--- config.mk ---
export PLATFORM = sky130hd
export DESIGN_NAME = keyword_lexer_flat
export DESIGN_NICKNAME = d
export VERILOG_FILES = /design/src/rtl/kl_pkg.sv /design/src/rtl/kl_char_if.sv /design/src/rtl/kl_token_if.sv /design/src/rtl/kl_ram.sv /design/src/rtl/kl_datapath.sv /design/src/rtl/kl_controller.sv /design/src/rtl/keyword_lexer.sv /design/src/flat_wrapper.sv
export VERILOG_INCLUDE_DIRS = /design/src /design/src/rtl
export SDC_FILE = /design/constraint.sdc
export NUM_CORES = 1
export LEC_CHECK = 0
export BUFFER_PORTS_ARGS = -buffer_cell sky130_fd_sc_hd__buf_2
export CORE_ASPECT_RATIO = 2
export CORE_MARGIN = 2
export CORE_UTILIZATION = 60
export CTS_CLUSTER_DIAMETER = 60
export DETAILED_ROUTE_END_ITERATION = 12
export PLACE_DENSITY = 0.82
export SETUP_SLACK_MARGIN = 0.05
export SLEW_MARGIN = 20
export SYNTH_ARGS = -nofsm -noshare
export SYNTH_HDL_FRONTEND = slang
export SYNTH_SLANG_ARGS = --single-unit
--- constraint.sdc ---
create_clock -name clk -period 5.54 [get_ports clk]
set_input_delay 0.831 -clock clk [delete_from_list [all_inputs] [get_ports clk]]
set_output_delay 0.831 -clock clk [all_outputs]
set_load 0.05 [all_outputs]
--- src/rtl/keyword_lexer_macros.svh ---
// assertion macros for the keyword lexer
`ifndef KEYWORD_LEXER_MACROS_SVH
`define KEYWORD_LEXER_MACROS_SVH

// property must hold on every clock outside reset
`define KL_ASSERT(lbl, prop, msg) \
  lbl: assert property (@(posedge clk) disable iff (rst) (prop)) else $error(msg);

// condition must never be seen outside reset
`define KL_ASSERT_NEVER(lbl, cond, msg) \
  lbl: assert property (@(posedge clk) disable iff (rst) !(cond)) else $error(msg);

`endif

--- src/rtl/kl_pkg.sv ---
// shared types, constants and keyword tables of the keyword lexer
`timescale 1ns / 1ps

package kl_pkg;

  localparam int NAME_LEN_DEFAULT   = 32;
  localparam int STRING_LEN_DEFAULT = 48;
  localparam int LINE_W             = 16;
  localparam int KW_COUNT           = 9;

  // token kinds
  localparam logic [2:0] KIND_KEYWORD = 3'd0;
  localparam logic [2:0] KIND_IDENT   = 3'd1;
  localparam logic [2:0] KIND_STRING  = 3'd2;
  localparam logic [2:0] KIND_CHAR    = 3'd3;
  localparam logic [2:0] KIND_END     = 3'd4;

  // result register load selects
  localparam logic [2:0] OUT_CHAR  = 3'd0;
  localparam logic [2:0] OUT_SLASH = 3'd1;
  localparam logic [2:0] OUT_KW    = 3'd2;
  localparam logic [2:0] OUT_TEXT  = 3'd3;
  localparam logic [2:0] OUT_EMPTY = 3'd4;
  localparam logic [2:0] OUT_END   = 3'd5;

  localparam logic [7:0] CH_NEWLINE = 8'h0A;
  localparam logic [7:0] CH_HASH    = 8'h23;
  localparam logic [7:0] CH_QUOTE   = 8'h22;
  localparam logic [7:0] CH_STAR    = 8'h2A;
  localparam logic [7:0] CH_SLASH   = 8'h2F;
  localparam logic [7:0] CH_UNDER   = 8'h5F;

  // keyword text, right justified, first character in the highest used byte
  localparam logic [63:0] KW_TEXT [KW_COUNT] = '{
    "whileok", "print", "input", "schema", "rewind",
    "curr", "currency", "exit", "abort"
  };
  localparam logic [3:0] KW_LEN [KW_COUNT] = '{
    4'd7, 4'd5, 4'd5, 4'd6, 4'd6, 4'd4, 4'd8, 4'd4, 4'd5
  };
  localparam logic [2:0] KW_CODE [KW_COUNT] = '{
    3'd0, 3'd1, 3'd2, 3'd3, 3'd4, 3'd5, 3'd5, 3'd6, 3'd7
  };

  function automatic logic [7:0] kw_char(input int k, input logic [7:0] idx);
    int pos;
    pos = int'(KW_LEN[k]) - 1 - int'(idx);
    if (pos < 0) begin
      return 8'd0;
    end
    return KW_TEXT[k][8*pos +: 8];
  endfunction

  typedef struct packed {
    logic       capture;
    logic       word_start;
    logic       word_add;
    logic       str_start;
    logic       str_add;
    logic       rd_start;
    logic       out_load;
    logic [2:0] out_sel;
    logic [2:0] text_kind;
  } kl_cmd_t;

  typedef struct packed {
    logic eoi;
    logic space;
    logic alnum;
    logic underscore;
    logic newline;
    logic hash;
    logic slash;
    logic star;
    logic quote;
    logic kw_hit;
    logic len_zero;
    logic text_last;
    logic out_free;
  } kl_status_t;

endpackage

--- src/rtl/kl_char_if.sv ---
// character channel: one source character or end mark per item
`timescale 1ns / 1ps

interface kl_char_if;
  logic       valid;
  logic       ready;
  logic [7:0] in_char;
  logic       end_of_input;

  modport source (output valid, output in_char, output end_of_input, input ready);
  modport sink (input valid, input in_char, input end_of_input, output ready);
endinterface

--- src/rtl/kl_token_if.sv ---
// token channel: one result per item
`timescale 1ns / 1ps

interface kl_token_if;
  logic                      valid;
  logic                      ready;
  logic [2:0]                token_kind;
  logic [7:0]                token_code;
  logic [7:0]                text_char;
  logic                      text_valid;
  logic [kl_pkg::LINE_W-1:0] line_number;
  logic                      truncated;
  logic                      last;

  modport source (
    output valid, output token_kind, output token_code, output text_char,
    output text_valid, output line_number, output truncated, output last,
    input ready
  );
  modport sink (
    input valid, input token_kind, input token_code, input text_char,
    input text_valid, input line_number, input truncated, input last,
    output ready
  );
endinterface

--- src/rtl/kl_ram.sv ---
// generic single write port ram with registered read
`timescale 1ns / 1ps

module kl_ram #(
  parameter int WIDTH = 8,
  parameter int DEPTH = 64
) (
  input  logic                     clk,
  input  logic                     we,
  input  logic [$clog2(DEPTH)-1:0] waddr,
  input  logic [WIDTH-1:0]         wdata,
  input  logic [$clog2(DEPTH)-1:0] raddr,
  output logic [WIDTH-1:0]         rdata
);

  logic [WIDTH-1:0] mem [DEPTH];

  always_ff @(posedge clk) begin
    if (we) begin
      mem[waddr] <= wdata;
    end
    rdata <= mem[raddr];
  end

endmodule

--- src/rtl/kl_datapath.sv ---
// lexer datapath: input latch, text buffer, keyword match, line count, result register
`timescale 1ns / 1ps

module kl_datapath #(
  parameter int NAME_LEN   = kl_pkg::NAME_LEN_DEFAULT,
  parameter int STRING_LEN = kl_pkg::STRING_LEN_DEFAULT
) (
  input  logic                      clk,
  input  logic                      rst,
  input  kl_pkg::kl_cmd_t           cmd,
  output kl_pkg::kl_status_t        status,
  input  logic [7:0]                in_char,
  input  logic                      end_of_input,
  output logic                      out_valid,
  input  logic                      out_ready,
  output logic [2:0]                token_kind,
  output logic [7:0]                token_code,
  output logic [7:0]                text_char,
  output logic                      text_valid,
  output logic [kl_pkg::LINE_W-1:0] line_number,
  output logic                      truncated,
  output logic                      last
);

  localparam int STORE_DEPTH = (NAME_LEN - 1 > STRING_LEN) ? NAME_LEN - 1 : STRING_LEN;
  localparam int AW = $clog2(STORE_DEPTH);
  localparam int LW = $clog2(STORE_DEPTH + 1);

  logic [7:0]                   cur_char;
  logic                         cur_eoi;
  logic [kl_pkg::LINE_W-1:0]    line_count;
  logic [LW-1:0]                text_length;
  logic                         overflow;
  logic [kl_pkg::KW_COUNT-1:0]  kw_match;
  logic [LW-1:0]                rd_idx;

  logic [LW-1:0]                kw_idx;
  logic [kl_pkg::KW_COUNT-1:0]  kw_keep;
  logic                         kw_hit;
  logic [2:0]                   kw_code;
  logic                         name_room;
  logic                         str_room;
  logic                         ram_we;
  logic [AW-1:0]                ram_waddr;
  logic [7:0]                   ram_rdata;
  logic                         text_last;
  logic                         out_free;

  assign name_room = text_length < LW'(NAME_LEN - 1);
  assign str_room  = text_length < LW'(STRING_LEN);
  assign text_last = (rd_idx + LW'(1)) == text_length;
  assign out_free  = !out_valid || out_ready;

  always_comb begin
    kw_idx = cmd.word_start ? '0 : text_length;
    for (int k = 0; k < kl_pkg::KW_COUNT; k++) begin
      kw_keep[k] = (kw_idx < LW'(kl_pkg::KW_LEN[k])) &&
                   (kl_pkg::kw_char(k, 8'(kw_idx)) == cur_char);
    end
  end

  always_comb begin
    kw_hit  = 1'b0;
    kw_code = '0;
    for (int k = kl_pkg::KW_COUNT - 1; k >= 0; k--) begin
      if (kw_match[k] && text_length == LW'(kl_pkg::KW_LEN[k])) begin
        kw_hit  = 1'b1;
        kw_code = kl_pkg::KW_CODE[k];
      end
    end
  end

  always_comb begin
    status            = '0;
    status.eoi        = cur_eoi;
    status.space      = cur_char inside {8'h20, [8'h09:8'h0D]};
    status.alnum      = cur_char inside {[8'h30:8'h39], [8'h41:8'h5A], [8'h61:8'h7A]};
    status.underscore = cur_char == kl_pkg::CH_UNDER;
    status.newline    = cur_char == kl_pkg::CH_NEWLINE;
    status.hash       = cur_char == kl_pkg::CH_HASH;
    status.slash      = cur_char == kl_pkg::CH_SLASH;
    status.star       = cur_char == kl_pkg::CH_STAR;
    status.quote      = cur_char == kl_pkg::CH_QUOTE;
    status.kw_hit     = kw_hit;
    status.len_zero   = text_length == '0;
    status.text_last  = text_last;
    status.out_free   = out_free;
  end

  // text buffer
  assign ram_we    = cmd.word_start || (cmd.word_add && name_room) ||
                     (cmd.str_add && str_room);
  assign ram_waddr = cmd.word_start ? '0 : text_length[AW-1:0];

  kl_ram #(
    .WIDTH (8),
    .DEPTH (STORE_DEPTH)
  ) u_text_ram (
    .clk   (clk),
    .we    (ram_we),
    .waddr (ram_waddr),
    .wdata (cur_char),
    .raddr (rd_idx[AW-1:0]),
    .rdata (ram_rdata)
  );

  always_ff @(posedge clk) begin
    if (cmd.capture) begin
      cur_char <= in_char;
    end
  end

  always_ff @(posedge clk) begin
    if (rst) begin
      cur_eoi     <= 1'b0;
      line_count  <= '0;
      text_length <= '0;
      overflow    <= 1'b0;
      kw_match    <= '1;
      rd_idx      <= '0;
    end else begin
      if (cmd.capture) begin
        cur_eoi <= end_of_input;
        if (!end_of_input && in_char == kl_pkg::CH_NEWLINE && line_count != '1) begin
          line_count <= line_count + 1'b1;
        end
      end
      if (cmd.word_start) begin
        text_length <= LW'(1);
        overflow    <= 1'b0;
        kw_match    <= kw_keep;
      end else if (cmd.word_add) begin
        if (name_room) begin
          text_length <= text_length + 1'b1;
          kw_match    <= kw_match & kw_keep;
        end else begin
          overflow <= 1'b1;
          kw_match <= '0;
        end
      end else if (cmd.str_start) begin
        text_length <= '0;
        overflow    <= 1'b0;
      end else if (cmd.str_add) begin
        if (str_room) begin
          text_length <= text_length + 1'b1;
        end else begin
          overflow <= 1'b1;
        end
      end
      if (cmd.rd_start) begin
        rd_idx <= '0;
      end else if (cmd.out_load && cmd.out_sel == kl_pkg::OUT_TEXT) begin
        rd_idx <= rd_idx + 1'b1;
      end
    end
  end

  // result register
  always_ff @(posedge clk) begin
    if (rst) begin
      out_valid <= 1'b0;
    end else if (cmd.out_load) begin
      out_valid <= 1'b1;
    end else if (out_ready) begin
      out_valid <= 1'b0;
    end
  end

  always_ff @(posedge clk) begin
    if (cmd.out_load) begin
      line_number <= line_count;
      token_code  <= '0;
      text_char   <= '0;
      text_valid  <= 1'b0;
      truncated   <= 1'b0;
      last        <= 1'b1;
      case (cmd.out_sel)
        kl_pkg::OUT_CHAR: begin
          token_kind <= kl_pkg::KIND_CHAR;
          token_code <= cur_char;
        end
        kl_pkg::OUT_SLASH: begin
          token_kind <= kl_pkg::KIND_CHAR;
          token_code <= kl_pkg::CH_SLASH;
        end
        kl_pkg::OUT_KW: begin
          token_kind <= kl_pkg::KIND_KEYWORD;
          token_code <= 8'(kw_code);
        end
        kl_pkg::OUT_TEXT: begin
          token_kind <= cmd.text_kind;
          text_char  <= ram_rdata;
          text_valid <= 1'b1;
          truncated  <= overflow;
          last       <= text_last;
        end
        kl_pkg::OUT_EMPTY: begin
          token_kind <= cmd.text_kind;
          truncated  <= overflow;
        end
        default: begin
          token_kind <= kl_pkg::KIND_END;
        end
      endcase
    end
  end

endmodule

--- src/rtl/kl_controller.sv ---
// lexer controller: lexer mode and token sequencing
`timescale 1ns / 1ps

module kl_controller (
  input  logic               clk,
  input  logic               rst,
  input  logic               in_valid,
  output logic               in_ready,
  input  kl_pkg::kl_status_t status,
  output kl_pkg::kl_cmd_t    cmd
);

  localparam logic [2:0] S_IDLE    = 3'd0;
  localparam logic [2:0] S_DECODE  = 3'd1;
  localparam logic [2:0] S_SLASH   = 3'd2;
  localparam logic [2:0] S_WORD    = 3'd3;
  localparam logic [2:0] S_TEXT    = 3'd4;
  localparam logic [2:0] S_TXT_RD  = 3'd5;
  localparam logic [2:0] S_TXT_OUT = 3'd6;
  localparam logic [2:0] S_FINISH  = 3'd7;

  localparam logic [2:0] M_START  = 3'd0;
  localparam logic [2:0] M_HASH   = 3'd1;
  localparam logic [2:0] M_SLASH  = 3'd2;
  localparam logic [2:0] M_BLOCK  = 3'd3;
  localparam logic [2:0] M_STAR   = 3'd4;
  localparam logic [2:0] M_WORD   = 3'd5;
  localparam logic [2:0] M_STRING = 3'd6;

  localparam logic [1:0] F_NONE  = 2'd0;
  localparam logic [1:0] F_START = 2'd1;
  localparam logic [1:0] F_END   = 2'd2;

  logic [2:0] state;
  logic [2:0] state_next;
  logic [2:0] mode;
  logic [2:0] mode_next;
  logic [1:0] follow;
  logic [1:0] follow_next;
  logic [2:0] text_kind;
  logic [2:0] text_kind_next;

  assign in_ready = state == S_IDLE;

  always_comb begin
    state_next     = state;
    mode_next      = mode;
    follow_next    = follow;
    text_kind_next = text_kind;
    cmd            = '0;
    cmd.capture    = in_valid && in_ready;
    cmd.text_kind  = text_kind;

    case (state)
      S_IDLE: begin
        if (cmd.capture) begin
          state_next = S_DECODE;
        end
      end

      S_DECODE: begin
        state_next = S_IDLE;
        if (status.eoi) begin
          follow_next = F_END;
          case (mode)
            M_SLASH: state_next = S_SLASH;
            M_WORD: begin
              text_kind_next = kl_pkg::KIND_IDENT;
              state_next     = S_WORD;
            end
            M_STRING: begin
              text_kind_next = kl_pkg::KIND_STRING;
              state_next     = S_TEXT;
            end
            default: state_next = S_FINISH;
          endcase
        end else begin
          case (mode)
            M_START: begin
              follow_next = F_START;
              state_next  = S_FINISH;
            end
            M_HASH: begin
              if (status.newline) begin
                mode_next = M_START;
              end
            end
            M_SLASH: begin
              if (status.star) begin
                mode_next = M_BLOCK;
              end else begin
                follow_next = F_START;
                state_next  = S_SLASH;
              end
            end
            M_BLOCK: begin
              if (status.star) begin
                mode_next = M_STAR;
              end
            end
            M_STAR: begin
              if (status.slash) begin
                mode_next = M_START;
              end else if (!status.star) begin
                mode_next = M_BLOCK;
              end
            end
            M_WORD: begin
              if (status.alnum || status.underscore) begin
                cmd.word_add = 1'b1;
              end else begin
                text_kind_next = kl_pkg::KIND_IDENT;
                follow_next    = F_START;
                state_next     = S_WORD;
              end
            end
            M_STRING: begin
              if (status.quote) begin
                text_kind_next = kl_pkg::KIND_STRING;
                follow_next    = F_NONE;
                state_next     = S_TEXT;
              end else begin
                cmd.str_add = 1'b1;
              end
            end
            default: mode_next = M_START;
          endcase
        end
      end

      S_SLASH: begin
        if (status.out_free) begin
          cmd.out_load = 1'b1;
          cmd.out_sel  = kl_pkg::OUT_SLASH;
          state_next   = S_FINISH;
        end
      end

      S_WORD: begin
        if (!status.kw_hit) begin
          state_next = S_TEXT;
        end else if (status.out_free) begin
          cmd.out_load = 1'b1;
          cmd.out_sel  = kl_pkg::OUT_KW;
          state_next   = S_FINISH;
        end
      end

      S_TEXT: begin
        if (!status.len_zero) begin
          cmd.rd_start = 1'b1;
          state_next   = S_TXT_RD;
        end else if (status.out_free) begin
          cmd.out_load = 1'b1;
          cmd.out_sel  = kl_pkg::OUT_EMPTY;
          state_next   = S_FINISH;
        end
      end

      S_TXT_RD: begin
        state_next = S_TXT_OUT;
      end

      S_TXT_OUT: begin
        if (status.out_free) begin
          cmd.out_load = 1'b1;
          cmd.out_sel  = kl_pkg::OUT_TEXT;
          state_next   = status.text_last ? S_FINISH : S_TXT_RD;
        end
      end

      S_FINISH: begin
        case (follow)
          F_END: begin
            if (status.out_free) begin
              cmd.out_load = 1'b1;
              cmd.out_sel  = kl_pkg::OUT_END;
              mode_next    = M_START;
              state_next   = S_IDLE;
            end
          end
          F_START: begin
            state_next = S_IDLE;
            if (status.space) begin
              mode_next = M_START;
            end else if (status.hash) begin
              mode_next = M_HASH;
            end else if (status.slash) begin
              mode_next = M_SLASH;
            end else if (status.alnum) begin
              cmd.word_start = 1'b1;
              mode_next      = M_WORD;
            end else if (status.quote) begin
              cmd.str_start = 1'b1;
              mode_next     = M_STRING;
            end else if (status.out_free) begin
              cmd.out_load = 1'b1;
              cmd.out_sel  = kl_pkg::OUT_CHAR;
              mode_next    = M_START;
            end else begin
              state_next = S_FINISH;
            end
          end
          default: begin
            mode_next  = M_START;
            state_next = S_IDLE;
          end
        endcase
      end

      default: state_next = S_IDLE;
    endcase
  end

  always_ff @(posedge clk) begin
    if (rst) begin
      state     <= S_IDLE;
      mode      <= M_START;
      follow    <= F_NONE;
      text_kind <= kl_pkg::KIND_IDENT;
    end else begin
      state     <= state_next;
      mode      <= mode_next;
      follow    <= follow_next;
      text_kind <= text_kind_next;
    end
  end

endmodule

--- src/rtl/keyword_lexer.sv ---
// keyword lexer top level: controller, datapath and channel hookup
`timescale 1ns / 1ps
`include "keyword_lexer_macros.svh"

// Character-at-a-time lexer. One source character or end mark is taken per item
// on chars. Tokens leave on tokens, one result per item, and last marks the final
// result of each token. A character in a comment, or one that extends a word or
// string, passes through capture and decode. A character or end mark read in the
// start state then goes on to the finish state, in which it starts a word, string
// or comment, skips white space, or loads its own token. A lone slash or keyword
// result is loaded in its own state before the finish state. Buffered identifier
// or string text is set up in the text state, and a word is first checked for a
// keyword in the word state. Each text character then passes through a read state
// and an output state, because the text buffer has a registered read. A stalled
// sink holds the lexer in the state that loads the result. Input is held off while
// a burst is going out. The result register lets the last result wait for the sink
// while the next character is taken. No clearing pass is needed after reset.
module keyword_lexer #(
  parameter int NAME_LEN   = kl_pkg::NAME_LEN_DEFAULT,
  parameter int STRING_LEN = kl_pkg::STRING_LEN_DEFAULT
) (
  input logic            clk,
  input logic            rst,
  kl_char_if.sink        chars,
  kl_token_if.source     tokens
);

  kl_pkg::kl_cmd_t    cmd;
  kl_pkg::kl_status_t status;
  logic               text_load;

  assign text_load = cmd.out_load && cmd.out_sel == kl_pkg::OUT_TEXT;

  kl_controller u_controller (
    .clk      (clk),
    .rst      (rst),
    .in_valid (chars.valid),
    .in_ready (chars.ready),
    .status   (status),
    .cmd      (cmd)
  );

  kl_datapath #(
    .NAME_LEN   (NAME_LEN),
    .STRING_LEN (STRING_LEN)
  ) u_datapath (
    .clk          (clk),
    .rst          (rst),
    .cmd          (cmd),
    .status       (status),
    .in_char      (chars.in_char),
    .end_of_input (chars.end_of_input),
    .out_valid    (tokens.valid),
    .out_ready    (tokens.ready),
    .token_kind   (tokens.token_kind),
    .token_code   (tokens.token_code),
    .text_char    (tokens.text_char),
    .text_valid   (tokens.text_valid),
    .line_number  (tokens.line_number),
    .truncated    (tokens.truncated),
    .last         (tokens.last)
  );

  `KL_ASSERT(a_one_item_at_a_time, chars.valid && chars.ready |=> !chars.ready, "item overlap")
  `KL_ASSERT_NEVER(a_no_result_overwrite, cmd.out_load && !status.out_free, "result overwritten")
  `KL_ASSERT_NEVER(a_text_needs_length, text_load && status.len_zero, "empty buffer read")

endmodule
--- src/flat_wrapper.sv ---
// flat-port wrapper written by rule: the top's interface ports become plain ports
module keyword_lexer_flat 
#(
  parameter int NAME_LEN   = kl_pkg::NAME_LEN_DEFAULT,
  parameter int STRING_LEN = kl_pkg::STRING_LEN_DEFAULT
)
  (clk, rst, chars_valid, chars_in_char, chars_end_of_input, chars_ready, tokens_valid, tokens_token_kind, tokens_token_code, tokens_text_char, tokens_text_valid, tokens_line_number, tokens_truncated, tokens_last, tokens_ready);
  kl_char_if chars_i ();
  kl_token_if tokens_i ();
  input logic clk;
  input logic rst;
  input wire logic [$bits(chars_i.valid)-1:0] chars_valid;
  input wire logic [$bits(chars_i.in_char)-1:0] chars_in_char;
  input wire logic [$bits(chars_i.end_of_input)-1:0] chars_end_of_input;
  output wire logic [$bits(chars_i.ready)-1:0] chars_ready;
  output wire logic [$bits(tokens_i.valid)-1:0] tokens_valid;
  output wire logic [$bits(tokens_i.token_kind)-1:0] tokens_token_kind;
  output wire logic [$bits(tokens_i.token_code)-1:0] tokens_token_code;
  output wire logic [$bits(tokens_i.text_char)-1:0] tokens_text_char;
  output wire logic [$bits(tokens_i.text_valid)-1:0] tokens_text_valid;
  output wire logic [$bits(tokens_i.line_number)-1:0] tokens_line_number;
  output wire logic [$bits(tokens_i.truncated)-1:0] tokens_truncated;
  output wire logic [$bits(tokens_i.last)-1:0] tokens_last;
  input wire logic [$bits(tokens_i.ready)-1:0] tokens_ready;
  assign chars_i.valid = chars_valid;
  assign chars_i.in_char = chars_in_char;
  assign chars_i.end_of_input = chars_end_of_input;
  assign chars_ready = chars_i.ready;
  assign tokens_valid = tokens_i.valid;
  assign tokens_token_kind = tokens_i.token_kind;
  assign tokens_token_code = tokens_i.token_code;
  assign tokens_text_char = tokens_i.text_char;
  assign tokens_text_valid = tokens_i.text_valid;
  assign tokens_line_number = tokens_i.line_number;
  assign tokens_truncated = tokens_i.truncated;
  assign tokens_last = tokens_i.last;
  assign tokens_i.ready = tokens_ready;
  keyword_lexer #(.NAME_LEN(NAME_LEN), .STRING_LEN(STRING_LEN)) u_core (.clk(clk), .rst(rst), .chars(chars_i), .tokens(tokens_i));
endmodule
==> results of run 1 <==
==> layout by cell type, fill, tap and decap left out, drive strengths merged, types with 5 or more instances in the layout <==
cell,n
a21o,9
a41oi,5
o21a,6
mux2i,20
o31ai,11
a221o,6
clkbuf,48
nand3,31
clkinv,16
xor2,22
nand4,16
a22oi,8
edfxtp,430
nor2,135
o21ai,56
nand2,88
inv,27
or3,18
and2,12
ha,20
a211oi,8
nand2b,12
nor3,25
buf,122
or2,6
dfxtp,58
a31oi,20
o22ai,5
xnor2,23
a311oi,6
a21oi,51
mux4,120
nor4,7
and3,16
nor2b,12
==> per-stage QoR <==
stage               power, W  instances  utilization (%)  setup slack [ps]  cell area, sq um
CTS                  0.00916       2005             67.4               572             24000
floorplan            0.00578       1452                -               508             21700
finish               0.00916       2005             67.4               485             24100
detailed placement   0.00636       1931             63.7               591             22700
global placement     0.00631       1931             63.7               779             22700
global route         0.00939       2005             67.4              53.5             24100
==> cell families (layout without fill, tap and decap cells) <==
logic type | Yosys count | in the layout | share of synthesized area (%)
AOI/OAI and AO/OA | 238 | 238 | 7.44
xor gates and xnor gates | 46 | 46 | 1.92
adders and majority gates | 20 | 20 | 1.15
buffers and inverters | 116 | 219 | 2.15
DFF | 488 | 488 | 64.8
muxes | 143 | 143 | 13.5
and+or+nand+nor | 401 | 401 | 9.07
==> critical path: stages, from the launching register on <==
cell,delay [ps]
edfxtp_1,800
or4b_1,520
a2111o_1,370
and4_4,270
nand3_2,240
nand2_1,170
ha_1,240
and3b_1,180
nor2_1,190
xor2_1,490
nor2_1,130
mux2i_1,500
o21ai_0,150
nand2_1,130
mux2_2,350
o31ai_2,250
==> worst paths after layout <==
check	start	end	slack (ps)	cells past startpoint
setup reg to reg	u_core.u_datapath.cur_char[3]$_DFFE_PP_	u_core.u_datapath.kw_match[2]$_SDFFE_PP1N_	490	15
hold / removal	u_core.u_datapath.kw_match[5]$_SDFFE_PP1N_	u_core.u_datapath.kw_match[5]$_SDFFE_PP1N_	480	2
setup / recovery	u_core.u_datapath.cur_char[3]$_DFFE_PP_	u_core.u_datapath.kw_match[2]$_SDFFE_PP1N_	490	15
hold reg to reg	u_core.u_datapath.kw_match[5]$_SDFFE_PP1N_	u_core.u_datapath.kw_match[5]$_SDFFE_PP1N_	480	2
==> power groups by stage <==
| stage | sequential (W) | combinational, W | clock [W] |
|---|---|---|---|
| after floorplan | 0.00503 | 0.000755 | 0 |
| after global placement | 0.00461 | 0.00171 | 0 |
| after detailed placement | 0.00462 | 0.00175 | 0 |
| after CTS | 0.00454 | 0.00176 | 0.00286 |
| after global routing | 0.00456 | 0.00185 | 0.00298 |
| final | 0.00454 | 0.00178 | 0.00284 |
==> per-layer routing <==
metal | track usage (%) | part of all wire [%] | vias up
met3 | 3.42 | 6.3 | 262
met2 | 57.6 | 52 | 799
met1 | 36.8 | 33 | 7006
met4 | 22.9 | 8.9 | 0
met5 | 0 | 0 | -
li1 | - | - | 5849
==> area by class of cell <==
cell class | count | area, sq um | share of cell area (%)
clock buffer | 48 | 1070 | 4.45
clock inverter | 26 | 250 | 1.04
inverter | 23 | 86.3 | 0.359
multi-input combinational | 848 | 7200 | 29.9
sequential | 488 | 14100 | 58.5
tap | 450 | 563 | 2.34
timing repair buffer | 122 | 798 | 3.32
==> flip-flops by register name (all words and copies together), names as in the netlist, 2 cells and up <==
name / count
u_core.u_datapath.text_length: 6
u_core.u_datapath.u_text_ram.rdata: 8
u_core.u_controller.text_kind: 2
u_core.u_datapath.token_code: 8
u_core.u_datapath.u_text_ram.mem: 384
u_core.u_datapath.line_count: 16
u_core.u_datapath.line_number: 16
u_core.u_datapath.rd_idx: 6
u_core.u_controller.mode: 3
u_core.u_datapath.token_kind: 3
u_core.u_datapath.kw_match: 9
u_core.u_datapath.cur_char: 8
u_core.u_controller.follow: 2
u_core.u_controller.state: 3
u_core.u_datapath.text_char: 8
==> key figures, run 1 <==
Floorplanning
  • Die Width: around 140 microns
  • Area of the die: around 0.038 sq mm
  • Core area: 0.0357 sq mm
  • Cell row count: 98
  • Boundary pin count: 53
  • Initial Util: about three fifths
  • Die H: 273 microns

Finish
  • Fraction of layout cells with a size suffix above 1: a little over a fifth
  • Synthesis-to-layout area growth: 10.7%
  • Number of fill cells: around 2300
  • Final #Nets: 1556
  • Diode count: 0

Worst setup path
  • Worst Setup End Kind: register
  • Worst Path Required: approximately 6000 ps
  • Crit path max fanout: 18
  • Data arrival time of the critical path: 5520 ps
  • Critical path class: register to register
  • CP startpoint kind: register

Synthesis
  • Post-synthesis sequential area ratio: 64.8%
  • Yosys reg bits: ~490
  • Average size of a mapped cell: 15.0 sq um
  • Synth Flop Type: edfxtp_1
  • Mapped Area: 0.0217 sq mm
  • Largest area contributor in the netlist: edfxtp_1
  • Mapped Cells: 1452
  • YS warnings: 0
  • Yosys cell types: 84
  • Top cells by count, synth: edfxtp_1 (430), nor2_1 (135), mux4_2 (120)
  • Syn Nets: 1485
  • Most common cell in the synthesized netlist: edfxtp_1
  • Ys async rst share: 0%
  • Synth top area cells: edfxtp_1 (59%), mux4_2 (12%), dfxtp_1 (5.3%)
  • Top-area cell type share of the netlist area: approximately three fifths
  • Post-synth EDFFs: 430

Timing
  • Upper clock frequency limit: 198 MHz
  • Setup_tns: 0 ps
  • Setup violators final: 0
  • Worst slew pin tran: 1190 ps
  • Period utilisation layout: 91.2%
  • Pins Over Slew Limit: 0
  • RSZ-0062 raised after global routing: no
  • Hold Fails Final Rpt: 0
  • Final Critical Period: about 5100 ps
  • Relative slew slack: 20.3%
  • Clk_skew: 14.0 ps
  • Fin Hold WS: ~480 ps

CTS
  • CTS Sinks: 488
  • Root Driver: clkbuf_16
  • Cts bufs inserted: 40
  • Worst-Skew Late Latency: roughly 550 ps
  • Htree depth: 2
  • Clock transition at the registers of the reported paths: 70 ps
  • Setup fix buffers added after clock tree synthesis: 0
  • Clock Path Buffers: 3
  • PostCTS Resize Cnt: 0
  • Hold buffers post-CTS: 0
  • CTS tree: built

Global routing
  • Vias in the first global route: about 14000
  • Largest net degree at the start of global routing: 65
  • Initial antenna violation count: 0
  • Global-route wire length before repair: 90.5 mm
  • Remaining Overflow, GRT: 0
  • Total track usage: 32.5%

Flow run
  • Maxcap violations: 0

Route
  • DRC viols: 0
  • Pre-Repair DR Iteration Count: 5
  • Via count: 13900
  • DR vias/cell: roughly 6.9
  • Wirelength per Cell: 30.5 microns
  • Iter 0 DRT Violations: 1398
  • Final wirelength: a little over 60 mm
  • Number of routed nets with antenna violations: 0

Pwr
  • Net Sw Power: 0.00280 W
  • Clock share of power: 31.0%
  • Combinational Power Share: 19.4%
  • Pwr dens: 381 mW/mm^2
  • Peak supply drop: 0.000352 V
  • Power Internal: 0.00635 W
  • LEAKAGE: 7.72 nW
  • Seq pwr share: 49.6%
  • Sw frac: 30.6%

Placement
  • Dpl hpwl: 40.1 mm
  • Placer Congestion: 1.00
  • Port Buf Inserts: 52

Run status
  • Status: finished clean

Hold path
  • Worst hold-check path type: register to register
Note: power is estimated with default switching activity, not from simulation.
==> run 2, diff against run 1 <==
Clock period 5.54 ns to 4.9 ns, I/O delays scaled along.
==> run 2 against run 1 <==
Clock skew rose by 7.6 ps. Clock-buffer cell count is 13 higher. Combinational power up 17%. Worst setup slack worse by 150 ps. Total power increased by 15%. Sequential share of layout area down 0.32 points. Maximum frequency rose by 11%. First-iteration DRC count grew 15%. Utilization increased by 0.38 points. Global-route usage shrank 0.093 points.
==> key figures, run 2 (same netlist as run 1, synthesis figures left out) <==
Run status
  • Status: finished clean

Placement
  • Placer Congestion: about 1.0
  • DP Cell Count: between 1500 and 2000
  • Dpl hpwl: between 30 and 40 mm
  • Port Buf Inserts: 52

Timing
  • Pins Over Slew Limit: 0
  • Final Critical Period: between 4000 and 5000 ps
  • Period utilisation layout: 93.2%
  • Hold Fails Final Rpt: 0
  • Setup violators final: 0
  • Worst slew pin tran: about 1100 ps
  • Upper clock frequency limit: 219 MHz
  • Fin Hold WS: 399 ps
  • Clk_skew: 21.6 ps
  • Setup_tns: 0 ps
  • RSZ-0062 raised after global routing: no
  • Relative slew slack: 24.0%

Worst setup path
  • Reg2reg path depth: 11
  • Worst path cell trace: clkbuf_8 > a21oi_1 > a311o_1 > or2_0 > buf_4 > buf_4 > a21oi_1 > a22oi_1 > o31ai_1 > nand2_1 > nor2_1
  • CP startpoint kind: register
  • Reg2reg start: u_core.u_datapath.cur_char[5]$_DFFE_PP_
  • Top delay family on crit path: simple AND/OR/NAND/NOR gates
  • R2R setup slack: around 330 ps
  • Critical path's largest stage delay: 860 ps
  • Critical Path End: u_core.u_datapath.u_text_ram.mem[6][4]$_DFFE_PP_
  • Worst path depth: 11
  • Worst Path Required: 5080 ps
  • Crit path buffers/inverters: 3
  • Critical path class: register to register
  • Data arrival time of the critical path: 4750 ps
  • Worst Setup End Kind: register
  • Critical Path Slowest Stage Cell: nor2_1
  • CP startpoint: u_core.u_datapath.cur_char[5]$_DFFE_PP_
  • Crit path max fanout: between 50 and 60
  • R2r endpoint: u_core.u_datapath.u_text_ram.mem[6][4]$_DFFE_PP_

Floorplanning
  • Cell row count: 98
  • Area of the die: 0.0379 sq mm
  • Core area: 0.0357 sq mm
  • Die Width: 139 microns
  • Boundary pin count: 53
  • Initial Util: about three fifths
  • Die H: 273 microns

CTS
  • Worst-Skew Late Latency: 560 ps
  • Root Driver: clkbuf_16
  • CTS tree: built
  • Clock transition at the registers of the reported paths: 60 ps
  • Cts bufs inserted: 41
  • Clock Path Buffers: 3
  • CTS Sinks: 488
  • Hold buffers post-CTS: 0
  • Htree depth: 2

Pwr
  • Sw frac: 30.0%
  • Power Internal: 0.00739 W
  • Total power: 0.0105 W
  • Peak supply drop: between 0.0003 and 0.0004 V
  • Clock share of power: roughly a third
  • Pwr dens: between 400 and 500 mW/mm^2
  • Seq pwr share: between 40% and 50%
  • Net Sw Power: ~0.0032 W
  • LEAKAGE: 7.77 nW
  • Combinational Power Share: 19.8%

Finish
  • Biggest regs: u_core.u_datapath.u_text_ram.mem: 384 flops, u_core.u_datapath.line_count: 16 flops, u_core.u_datapath.line_number: 16 flops
  • Number of fill cells: 2284
  • Fraction of layout cells with a size suffix above 1: 21.8%
  • Diode count: 0
  • Most common cell after layout, fill and taps aside: edfxtp_1
  • Layout Cells excl Fill: 2011
  • Final Util: 67.8%
  • Top reg by flops: u_core.u_datapath.u_text_ram.mem
  • Commonest non-fill, non-tap cells in the layout: edfxtp_1 (430), nor2_1 (134), mux4_2 (120)
  • Largest register FFs: 384
  • Final #Nets: 1561
  • Synthesis-to-layout area growth: 11.3%

Global routing
  • Total track usage: 32.4%
  • Initial antenna violation count: 0
  • Global-route wire length before repair: 90.5 mm
  • Largest net degree at the start of global routing: 74
  • Vias in the first global route: 14100
  • Remaining Overflow, GRT: 0

Route
  • DR vias/cell: 6.95
  • Number of routed nets with antenna violations: 0
  • DRC viols: 0
  • Via count: 14000
  • Pre-Repair DR Iteration Count: 5
  • Iter 0 DRT Violations: around 1600
  • Final wirelength: 60.7 mm
  • Wirelength per Cell: 30.2 microns

Flow run
  • Maxcap violations: 0

Hold path
  • Worst hold-check path type: input pin to register
## run 2: changes by cell type in the layout (fill, tap and decap cells not counted), sizes merged
cell / previous run / this run
buf: 122 / 125
clkinv: 16 / 9
bufinv: 2 / 3
inv: 27 / 25
clkbuf: 48 / 62
clkinvlp: 4 / 1
## run 2: final cells by class
cell class | instances | area [sq um] | share of cell area, %
Inverter | 23 | 86.3 | 0.357
Clock buffer | 61 | 1190 | 4.93
Timing Repair Buffer | 126 | 842 | 3.48
Sequential cell | 488 | 14100 | 58.2
Tap cell | 450 | 563 | 2.33
Clock inverter | 15 | 204 | 0.843
Multi-Input combinational cell | 848 | 7220 | 29.8
## run 2: what timing repair did
action / in CTS / in global routing
gates resized for setup: 0 / 6
buffers inserted: 0 / 0
endpoints found under the setup margin: 0 / 29
## run 2: power groups by stage
stage                     Combinational, W  Sequential [W]  Clock [W]
after CTS                          0.00206         0.00509    0.00338
after detailed placement           0.00204         0.00518          0
after floorplan                   0.000856         0.00569          0
after global placement             0.00199         0.00517          0
final                              0.00209         0.00509    0.00337
after global routing               0.00219         0.00511    0.00354
## run 2: worst min path at each step
stage	from	endpoint	slack, ps	depth (start not counted)
floorplan	u_core.u_datapath.overflow$_SDFFE_PP0P_	u_core.u_datapath.overflow$_SDFFE_PP0P_	430	2
global placement	u_core.u_datapath.line_count[11]$_SDFFE_PP0P_	u_core.u_datapath.line_number[11]$_DFFE_PP_	440	0
detailed placement	u_core.u_datapath.line_count[9]$_SDFFE_PP0P_	u_core.u_datapath.line_number[9]$_DFFE_PP_	450	0
CTS	chars_in_char[0]	u_core.u_datapath.cur_char[0]$_DFFE_PP_	390	1
global route	chars_in_char[0]	u_core.u_datapath.cur_char[0]$_DFFE_PP_	390	1
finish	chars_in_char[0]	u_core.u_datapath.cur_char[0]$_DFFE_PP_	400	1
## run 2: per-stage QoR
stage / instance area (sq um) / worst slack (ps)
after floorplan: 21800 / 51.7
after global placement: 22800 / 496
after detailed placement: 22800 / 347
after CTS: 24200 / 320
after global routing: 24200 / 87.5
final: 24200 / 333
## run 2: layer usage
layer | track usage (%) | routed length [microns] | up-vias
li1 | - | - | 5857
met4 | 18.8 | 4270 | 0
met2 | 59.6 | 32700 | 872
met5 | 0 | 0 | -
met3 | 3.64 | 4170 | 233
met1 | 36.3 | 19600 | 7023
